**config.mk**
```make
export PLATFORM = sky130hd
export DESIGN_NAME = turn_signal_fade_flasher_top
export DESIGN_NICKNAME = d
export VERILOG_FILES = /design/src/rtl/tsff_pkg.sv /design/src/rtl/turn_signal_fade_flasher_top.sv /design/src/rtl/tsff_apb.sv /design/src/rtl/tsff_step.sv
export SDC_FILE = /design/constraint.sdc
export NUM_CORES = 1
export LEC_CHECK = 0
export BUFFER_PORTS_ARGS = -buffer_cell sky130_fd_sc_hd__buf_2
export CORE_ASPECT_RATIO = 1.25
export CORE_UTILIZATION = 54
export DETAILED_ROUTE_END_ITERATION = 16
export PLACE_DENSITY = 0.91
export SETUP_SLACK_MARGIN = 0.4
export SLEW_MARGIN = 10
export SYNTH_ARGS = -nofsm -noshare
export SYNTH_HDL_FRONTEND = slang
export SYNTH_SLANG_ARGS = --single-unit
```
**constraint.sdc**
```tcl
create_clock -name clk -period 2.5 [get_ports clk]
set_clock_uncertainty 0.05 [all_clocks]
set_input_delay 0.5 -clock clk [delete_from_list [all_inputs] [get_ports clk]]
set_output_delay 0.5 -clock clk [all_outputs]
set_load 0.005 [all_outputs]
```
**src/rtl/tsff_pkg.sv**
```systemverilog
package tsff_pkg;

	// frames in one flash pattern
	localparam int unsigned PATTERN_LENGTH = 100;
	localparam int unsigned IDX_W = $clog2(PATTERN_LENGTH);

	localparam logic [7:0] COUNT_MAX = 8'hFF;
	localparam logic [7:0] LIMIT_RESET = 8'd5;

	// configuration register map
	localparam int unsigned PADDR_W = 3;
	localparam logic REG_AUTO_FLASH_LIMIT = 1'b0;

	typedef enum logic [1:0] {
		MODE_IDLE,
		MODE_HAZARD,
		MODE_RIGHT,
		MODE_LEFT
	} mode_t;

	// one frame tick as captured from the input channel
	typedef struct packed {
		logic hazard_switch;
		logic right_switch;
		logic left_switch;
		logic illumination;
		logic position_enable;
	} frame_in_t;

	// one result item
	typedef struct packed {
		logic       fade_enable;
		logic       right_lamp;
		logic       left_lamp;
		logic       right_position;
		logic       left_position;
		logic [6:0] duty;
		mode_t      mode;
	} frame_out_t;

	// fade ramp, duty in percent
	localparam logic [6:0] FADE_TAB [PATTERN_LENGTH] = '{
		7'd100, 7'd98, 7'd96, 7'd94, 7'd91, 7'd89, 7'd87, 7'd85, 7'd83, 7'd81,
		7'd79, 7'd77, 7'd75, 7'd74, 7'd72, 7'd70, 7'd68, 7'd66, 7'd65, 7'd63,
		7'd61, 7'd60, 7'd58, 7'd56, 7'd55, 7'd53, 7'd52, 7'd50, 7'd49, 7'd47,
		7'd46, 7'd44, 7'd43, 7'd41, 7'd40, 7'd39, 7'd37, 7'd36, 7'd35, 7'd34,
		7'd33, 7'd31, 7'd30, 7'd29, 7'd28, 7'd27, 7'd26, 7'd25, 7'd24, 7'd23,
		7'd22, 7'd21, 7'd20, 7'd19, 7'd18, 7'd17, 7'd16, 7'd16, 7'd15, 7'd14,
		7'd13, 7'd13, 7'd12, 7'd11, 7'd11, 7'd10, 7'd9, 7'd9, 7'd8, 7'd8,
		7'd7, 7'd7, 7'd6, 7'd6, 7'd5, 7'd5, 7'd4, 7'd4, 7'd4, 7'd3,
		7'd3, 7'd3, 7'd2, 7'd2, 7'd2, 7'd2, 7'd1, 7'd1, 7'd1, 7'd1,
		7'd1, 7'd1, 7'd0, 7'd0, 7'd0, 7'd0, 7'd0, 7'd0, 7'd0, 7'd0
	};

	// on/off pattern for the first hazard cycle
	localparam logic [6:0] BLINK_TAB [PATTERN_LENGTH] = '{
		7'd100, 7'd100, 7'd100, 7'd100, 7'd100, 7'd100, 7'd100, 7'd100, 7'd100, 7'd100,
		7'd100, 7'd100, 7'd0, 7'd0, 7'd0, 7'd0, 7'd0, 7'd0, 7'd0, 7'd0,
		7'd0, 7'd0, 7'd0, 7'd0, 7'd100, 7'd100, 7'd100, 7'd100, 7'd100, 7'd100,
		7'd100, 7'd100, 7'd100, 7'd100, 7'd100, 7'd100, 7'd0, 7'd0, 7'd0, 7'd0,
		7'd0, 7'd0, 7'd0, 7'd0, 7'd0, 7'd0, 7'd0, 7'd0, 7'd100, 7'd100,
		7'd100, 7'd100, 7'd100, 7'd100, 7'd100, 7'd100, 7'd100, 7'd100, 7'd100, 7'd100,
		7'd0, 7'd0, 7'd0, 7'd0, 7'd0, 7'd0, 7'd0, 7'd0, 7'd0, 7'd0,
		7'd0, 7'd0, 7'd0, 7'd0, 7'd0, 7'd0, 7'd0, 7'd0, 7'd0, 7'd0,
		7'd0, 7'd0, 7'd0, 7'd0, 7'd0, 7'd0, 7'd0, 7'd0, 7'd0, 7'd0,
		7'd0, 7'd0, 7'd0, 7'd0, 7'd0, 7'd0, 7'd0, 7'd0, 7'd0, 7'd0
	};

	// table reads, out of range reads as zero
	function automatic logic [6:0] fade_lookup(input logic [IDX_W-1:0] idx);
		logic [6:0] val;
		val = 7'd0;
		if (32'(idx) < PATTERN_LENGTH) begin
			val = FADE_TAB[idx];
		end
		return val;
	endfunction

	function automatic logic [6:0] blink_lookup(input logic [IDX_W-1:0] idx);
		logic [6:0] val;
		val = 7'd0;
		if (32'(idx) < PATTERN_LENGTH) begin
			val = BLINK_TAB[idx];
		end
		return val;
	endfunction

endpackage

```
**src/rtl/turn_signal_fade_flasher_top.sv**
```systemverilog
// a result passes the input register, then the result register, before it is valid
// one frame per cycle unless stalled; pattern state updates in the single step stage
// a stalled result register holds while the input register can still take one frame
// reset: asynchronous, active low; idle mode, frame index, cycle count and duty cleared,
// auto_flash_limit set to 5, both channels empty
module turn_signal_fade_flasher_top import tsff_pkg::*; (
	input  logic               clk,
	input  logic               arst_n,
	input  logic               in_valid,
	output logic               in_ready,
	input  logic               hazard_switch,
	input  logic               right_switch,
	input  logic               left_switch,
	input  logic               illumination,
	input  logic               position_enable,
	output logic               out_valid,
	input  logic               out_ready,
	output logic               fade_enable,
	output logic               right_lamp,
	output logic               left_lamp,
	output logic               right_position,
	output logic               left_position,
	output logic [6:0]         duty,
	output logic [1:0]         mode,
	input  logic               psel,
	input  logic               penable,
	input  logic               pwrite,
	input  logic [PADDR_W-1:0] paddr,
	input  logic [31:0]        pwdata,
	output logic [31:0]        prdata,
	output logic               pready
);

	logic       valid_s1;
	frame_in_t  frame_s1;
	logic       valid_s2;
	frame_out_t result_s2;
	frame_out_t result;
	logic       advance;
	logic [7:0] auto_flash_limit;

	// step fires when a frame waits and the result register is empty or is being read out
	assign advance = valid_s1 && (!valid_s2 || out_ready);
	assign in_ready = !valid_s1 || advance;

	tsff_apb u_apb (
		.clk              (clk),
		.arst_n           (arst_n),
		.psel             (psel),
		.penable          (penable),
		.pwrite           (pwrite),
		.paddr            (paddr),
		.pwdata           (pwdata),
		.prdata           (prdata),
		.pready           (pready),
		.auto_flash_limit (auto_flash_limit)
	);

	tsff_step u_step (
		.clk              (clk),
		.arst_n           (arst_n),
		.step_en          (advance),
		.frame            (frame_s1),
		.auto_flash_limit (auto_flash_limit),
		.result           (result)
	);

	// input register valid and result register valid
	always_ff @(posedge clk or negedge arst_n) begin
		if (!arst_n) begin
			valid_s1 <= 1'b0;
			valid_s2 <= 1'b0;
		end else begin
			if (in_ready) begin
				valid_s1 <= in_valid;
			end
			if (advance) begin
				valid_s2 <= 1'b1;
			end else if (out_ready) begin
				valid_s2 <= 1'b0;
			end
		end
	end

	// payload registers
	always_ff @(posedge clk) begin
		if (in_valid && in_ready) begin
			frame_s1 <= '{
				hazard_switch:   hazard_switch,
				right_switch:    right_switch,
				left_switch:     left_switch,
				illumination:    illumination,
				position_enable: position_enable
			};
		end
		if (advance) begin
			result_s2 <= result;
		end
	end

	assign out_valid = valid_s2;
	assign fade_enable = result_s2.fade_enable;
	assign right_lamp = result_s2.right_lamp;
	assign left_lamp = result_s2.left_lamp;
	assign right_position = result_s2.right_position;
	assign left_position = result_s2.left_position;
	assign duty = result_s2.duty;
	assign mode = result_s2.mode;

endmodule

```
**src/rtl/tsff_apb.sv**
```systemverilog
module tsff_apb import tsff_pkg::*; (
	input  logic               clk,
	input  logic               arst_n,
	input  logic               psel,
	input  logic               penable,
	input  logic               pwrite,
	input  logic [PADDR_W-1:0] paddr,
	input  logic [31:0]        pwdata,
	output logic [31:0]        prdata,
	output logic               pready,
	output logic [7:0]         auto_flash_limit
);

	logic [7:0] limit_q;
	logic       reg_hit;

	// word select, byte lanes inside a word ignored
	assign reg_hit = (paddr[PADDR_W-1:2] == REG_AUTO_FLASH_LIMIT);

	// register write on the access phase
	always_ff @(posedge clk or negedge arst_n) begin
		if (!arst_n) begin
			limit_q <= LIMIT_RESET;
		end else if (psel && penable && pwrite && reg_hit) begin
			limit_q <= pwdata[7:0];
		end
	end

	// read back
	always_comb begin
		prdata = 32'd0;
		if (reg_hit) begin
			prdata = {24'd0, limit_q};
		end
	end

	assign pready = 1'b1;
	assign auto_flash_limit = limit_q;

endmodule

```
**src/rtl/tsff_step.sv**
```systemverilog
module tsff_step import tsff_pkg::*; (
	input  logic       clk,
	input  logic       arst_n,
	input  logic       step_en,
	input  frame_in_t  frame,
	input  logic [7:0] auto_flash_limit,
	output frame_out_t result
);

	mode_t            flash_mode_q;
	logic [IDX_W-1:0] frame_index_q;
	logic [7:0]       cycle_count_q;
	logic [6:0]       held_duty_q;

	mode_t            used;
	mode_t            flash_mode_d;
	logic [IDX_W-1:0] frame_index_d;
	logic [IDX_W-1:0] index_inc;
	logic [7:0]       cycle_count_d;
	logic [7:0]       count_inc;
	logic [6:0]       held_duty_d;
	logic             pos;
	logic             is_turn;

	assign pos = frame.illumination & frame.position_enable;
	assign count_inc = cycle_count_q + 8'd1;

	// mode pick when idle: hazard, then right, then left
	always_comb begin
		used = flash_mode_q;
		if (flash_mode_q == MODE_IDLE) begin
			if (frame.hazard_switch) begin
				used = MODE_HAZARD;
			end else if (frame.right_switch) begin
				used = MODE_RIGHT;
			end else if (frame.left_switch) begin
				used = MODE_LEFT;
			end
		end
	end

	assign is_turn = (used == MODE_RIGHT) || (used == MODE_LEFT);

	// lamps and duty for this frame
	always_comb begin
		result = '0;
		held_duty_d = held_duty_q;
		result.fade_enable = (used != MODE_IDLE);
		result.mode = used;
		case (used)
			MODE_IDLE: begin
				result.right_position = pos;
				result.left_position = pos;
			end
			MODE_HAZARD: begin
				result.right_lamp = 1'b1;
				result.left_lamp = 1'b1;
				held_duty_d = (cycle_count_q == 8'd0) ? blink_lookup(frame_index_q)
					: fade_lookup(frame_index_q);
			end
			MODE_RIGHT: begin
				result.right_lamp = 1'b1;
				result.left_position = pos;
				held_duty_d = fade_lookup(frame_index_q);
			end
			default: begin
				result.left_lamp = 1'b1;
				result.right_position = pos;
				held_duty_d = fade_lookup(frame_index_q);
			end
		endcase
		result.duty = held_duty_d;
	end

	// frame index, cycle count and pattern end
	always_comb begin
		flash_mode_d = used;
		cycle_count_d = cycle_count_q;
		if (used == MODE_IDLE) begin
			index_inc = IDX_W'(1);
			cycle_count_d = 8'd0;
		end else begin
			index_inc = frame_index_q + IDX_W'(1);
		end
		frame_index_d = index_inc;
		if (32'(index_inc) >= PATTERN_LENGTH) begin
			frame_index_d = '0;
			flash_mode_d = MODE_IDLE;
			if (cycle_count_q < COUNT_MAX) begin
				cycle_count_d = count_inc;
				if (is_turn && (count_inc < auto_flash_limit)) begin
					flash_mode_d = used;
				end
			end
		end
	end

	// pattern state
	always_ff @(posedge clk or negedge arst_n) begin
		if (!arst_n) begin
			flash_mode_q <= MODE_IDLE;
			frame_index_q <= '0;
			cycle_count_q <= 8'd0;
			held_duty_q <= 7'd0;
		end else if (step_en) begin
			flash_mode_q <= flash_mode_d;
			frame_index_q <= frame_index_d;
			cycle_count_q <= cycle_count_d;
			held_duty_q <= held_duty_d;
		end
	end

endmodule
```
Word-level counts from Yosys, hierarchy flattened
Memory sizes are Yosys's and may differ from the RTL's.
Index checks and enable logic that the tools add are counted.
Word-level totals
  register bits: 53
  memory bits (read-only): 1792
  input port bits: 47
  output and inout port bits: 49
  logic and storage cells: 77
  memories: 2
Memories
  (no name shown): depth 128, bits a word 7, read ports 1, clocked after Yosys merged registers in 0, wr ports 0, line tsff_pkg.sv:83  | val = BLINK_TAB[idx];
  (no name shown): depth 128, bits a word 7, read ports 1, clocked after Yosys merged registers in 0, wr ports 0, line tsff_pkg.sv:74  | val = FADE_TAB[idx];
Cells by class
  add/sub/neg operators: 2
  $lt $le $gt $ge: 5
  equality and inequality tests: 3
  muxes and demuxes: 25
  bitwise operators: 3
  reductions and logical operators: 18
Operators with widths (count)
  $mux 7: 9
  $mux 8: 4
  $mux 2: 7
  $pmux 7 s2: 1
  $add 8x1->8 const B: 1
  $ge 8x8->1 const B: 1
  $logic_not 8->1: 1
  $lt 8x8->1: 1
  $lt 8x8->1 const B: 1
  $not 7->8: 1
  $add 7x1->7 const B: 1
  $ge 7x7->1 const B: 1
  $lt 7x7->1 const B: 1
  $logic_and 1x1->1: 6
  $eq 2x2->1 const B: 2
  $logic_not 2->1: 2
  $mux 1: 4
  $reduce_bool 2->1: 2
  $reduce_or 2->1: 2
  $logic_or 1x1->1: 3
  $eq 2x1->1 const B: 1
  $logic_not 1->1: 2
  $and 1x1->1: 1
  $not 1->1: 1

Longest topological paths before layout
  depth after elaboration: 10
  depth in mapped cells: 11
  mapped depth without buffers: 11

Modules after synthesis
Synthesis repeated with hierarchy kept, for this count alone.
Second synthesis, totals
  cells, all modules: 402
  area total of the unflattened synthesis: 3941.3 um2
Modules (own cells, without submodules)
  tsff_step: instances 1, cells each 323, area an instance 2685.1 um2, seq. area each 600.6 um2
  turn_signal_fade_flasher_top: instances 1, cells each 27, area an instance 674.4 um2, seq. area each 620.6 um2
  tsff_apb: instances 1, cells each 52, area an instance 581.8 um2, seq. area each 202.7 um2

Worst setup path after synthesis
Ideal clock, no wire load.
  path type: reg-to-reg
  from: register u_step.frame_index_q[0]
  to: register result_s2 (netlist bit duty[2]), data pin
  setup time: 136 ps
  data arrival time: 2116 ps
  required time: 2314 ps
  slack: 198 ps
  stages on the path, launching flop included: 9
  path buffers: 1
  period minus slack after synthesis: 2302 ps
  cell sequence: dfrtp_1 buf_2 inv_1 ha_1 inv_1 mux4_2 a2111o_1 a211o_1 nand3_1
RTL lines
  start, declared: line tsff_step.sv:11  | logic [IDX_W-1:0] frame_index_q;
  start signal, assigned: line tsff_step.sv:107  | frame_index_q <= frame_index_d;
  end signal, assigned: line turn_signal_fade_flasher_top.sv:97  | result_s2 <= result;
  end, declared: line turn_signal_fade_flasher_top.sv:37  | frame_out_t result_s2;

Final worst setup path
  from: register u_step.frame_index_q[1]
  to: register u_step.cycle_count_q[7]
Between the ends
  word-level cells in the longest chain between the ends: 4
Ends and longest elaborated chain
  $add 7x1->7: line tsff_step.sv:83  | index_inc = frame_index_q + IDX_W'(1);
  $mux 7: line tsff_step.sv:79  | if (used == MODE_IDLE) begin
  $ge 7x7->1: line tsff_step.sv:86  | if (32'(index_inc) >= PATTERN_LENGTH) begin
  $mux 8: line tsff_step.sv:86
  end signal, assigned: line tsff_step.sv:108  | cycle_count_q <= cycle_count_d;
  end, declared: line tsff_step.sv:12  | logic [7:0] cycle_count_q;
Every way passes these cells.
A chain may end at the register's enable or synchronous reset.

==> results.tsv <==
metric	value	unit
ys flop type	dfrtp_1	
Initial DRC Count	242	
final setup vio count	0	
initial antenna violation count	0	
count leader, synth	nand2_1	
largest family of logic cells by synthesized area	compound AO/OA/AOI/OAI gates	
Post-Synth XOR/XNOR Area	1.59	%
max cap viols	0	
hold buffers post-CTS	0	
fmax	0.446	GHz
Setup crit end kind	flip-flop	
Multi-input gate area	2540	µm²
synthesis-stage register bit count	52	
Synth Area in Simple Gates	17.1	%
ranking of synthesized cells by area	dfrtp_1 21%, edfxtp_1 14%, ha_1 8.8%	
vias per cell	6.15	
DRT Wirelength	10.8	mm
Compound-Gate Fraction of Synth Area	20.8	%
count of final hold-check violations	0	
asr flop ratio synth	65.4	%
Chip Height	96.4	µm
share of the synthesized area in the top cell type	20.8	%
share of cells above drive strength 1	40.1	%
Area growth syn-to-layout	29.5	%
number of port buffers	44	
Crit Path Class	reg2reg	
Critical Path Source Type	flip-flop	
Top Layer Used	met4	
multiplexer area fraction after synthesis	4.42	%
DRT met1 WL	3.85	mm
Post-synth top cells	34 x nand2_1, 32 x dfrtp_1, 30 x nor2_1	
Vias	3624	
TritonCTS Buffers	5	
CTS tree	done	
Core ar.	6930	µm²
Ys Warns	0	
EDFF count, synth	18	
largest net degree at the start of global routing	35	
cell taking the most area after synthesis	dfrtp_1	
status	finished clean	
residual DRC count	0	
first-pass GRT wire length	15.9	mm
critical path cell sequence	ha_4, inv_1, o21ai_1, buf_4, a211oi_4, nand2_2, mux2_4	
All-Layer GR Usage	27.3	%
Arr. time, crit path	2400	ps
Layout fillers	462	
Clock transition at path regs	100	ps
unrepaired setup endpoints after global routing	true	
n_diodes	0	
Gate Count Post-Synth	409	
H-tree levels	2	
Final HPWL DP	6.41	mm
average wire per standard cell	18.4	µm
met2 WL	5.81	mm
Ports	96	
slew at the pin with the worst max-slew slack	786	ps
Distinct cells, synth	78	
Routed Antenna Nets	0	
die area	7470	µm²
total gr overflow	0	
FF/Latch Area	1400	µm²
clock root buffer	clkbuf_8	
Pwr Density	1110	nW/µm²
sequential element share of the synthesized area	36.2	%
CTS Sinks	52	
WP data required	2650	ps
max_slew headroom	47.6	%
setup TNS	0	ps
GPL Wtd Cong	0.942	
hold crit path type	in2async	
synthesized area	3850	µm²
std cell rows	34	
Worst-Skew Late Latency	310	ps
Clock Path Buffers	2	
CP max-delay cell	dfrtp_2	
Total Nets Final	572	
Max rail drop VDD	0.539	mV
Slew Viols, Final	0	
highest cell delay on the worst timing path	480	ps
Lkg Pwr	2.16	nW
Starting Density	55.5	%
minimum clock period	2240	ps
Worst Path Max Fanout	6	
Pre-Repair DR Iteration Count	5	
Final period util	89.7	%
Avg Inst Size Synth	9.41	µm²
hold_ws	214	ps
metal3 WL	569	µm
Die Wd	77.5	µm
vias in the first global route	3422	
Synth Area in Adders	9.07	%
## worst paths after layout
| kind | from | slack, ps | cells after the start | to |
|---|---|---|---|---|
| hold / removal | arst_n | 210 | 1 | u_apb.auto_flash_limit[1] |
| max in group asynchronous | arst_n | 1620 | 1 | u_step.frame_index_q[3] |
| hold reg to reg | u_step.held_duty_q[1] | 450 | 2 | u_step.held_duty_q[1] |
| setup reg to reg | u_step.frame_index_q[1] | 260 | 7 | u_step.cycle_count_q[7] |
| min in group clk | right_switch | 300 | 1 | frame_s1[3] |
| setup / recovery | u_step.frame_index_q[1] | 260 | 7 | u_step.cycle_count_q[7] |
## per-layer routing
| metal | track usage [%] | vias to the layer above |
|---|---|---|
| met3 | 3.94 | 57 |
| met2 | 50.4 | 197 |
| met1 | 29.6 | 1757 |
| met5 | 0 | - |
| li1 | - | 1613 |
| met4 | 17.6 | 0 |
## layout by cell type (no fill, tap or decap), types with 10 or more instances in the layout
cell	instances
buf_4	55
buf_2	44
inv_1	20
dfrtp_1	28
ha_1	16
nand3_1	10
conb_1	25
nor2_1	21
edfxtp_1	18
nand2b_1	11
nand2_1	34
## critical path, delay by kind of cell, from the launching register on
kind	cells	cell delay (ps)
AOI/OAI and AO/OA	2	480
adders and majority gates	1	220
buffers and inverters	2	450
muxes	1	300
and+or+nand+nor	1	130
DFF	1	480
## report_power, final
group | switching, mW | total (mW) | internal (mW)
registers | 0.238 | 1.42 | 1.18
clock network | 0.279 | 0.474 | 0.195
logic | 1.88 | 3.63 | 1.75
## registers in the layout, summed over array words and instances (netlist names)
register and count:
u_step.cycle_count_q 8, frame_s1 5, out_valid 1, right_position 1, duty 7, right_lamp 1
u_step.held_duty_q 7, u_apb.auto_flash_limit 8, u_step.flash_mode_q 2, valid_s1 1, mode 2, u_step.frame_index_q 7
fade_enable 1, left_position 1
## kinds of logic (layout without fill, tap and decap cells)
family / Yosys count / in the layout
compound gates: 104 / 104
other cells: 2 / 25
simple gates: 129 / 129
xor+xnor: 7 / 7
mux: 13 / 13
fa+ha+maj: 28 / 28
flops: 52 / 52
buf+inv: 74 / 141
## through the flow
step	area [µm²]	power, mW	setup WS [ps]	util, %	cells
global placement	4180	3.84	214	60.3	544
global route	4980	5.84	154	71.9	589
detailed placement	4180	3.93	134	60.3	544
finish	4980	5.52	259	71.9	589
floorplan	3970	3.23	395	-	432
CTS	4660	4.86	318	67.2	575
## cell type report
cell class	count	share of cell area, %
Clock inverter	2	0.226
Multi-Input combinational cell	306	50.9
Timing Repair Buffer	107	14.9
Tap cell	90	2.26
Inverter	26	2.18
Sequential cell	52	28.1
Clock buffer	6	1.46
## timing repair
action	in CTS	in global routing
setup buffers	23	14
setup endpoints to repair	31	31
gates resized for setup	48	40
pin swaps	15	27
gates cloned	0	0
Note: power is estimated with default switching activity, not from simulation.
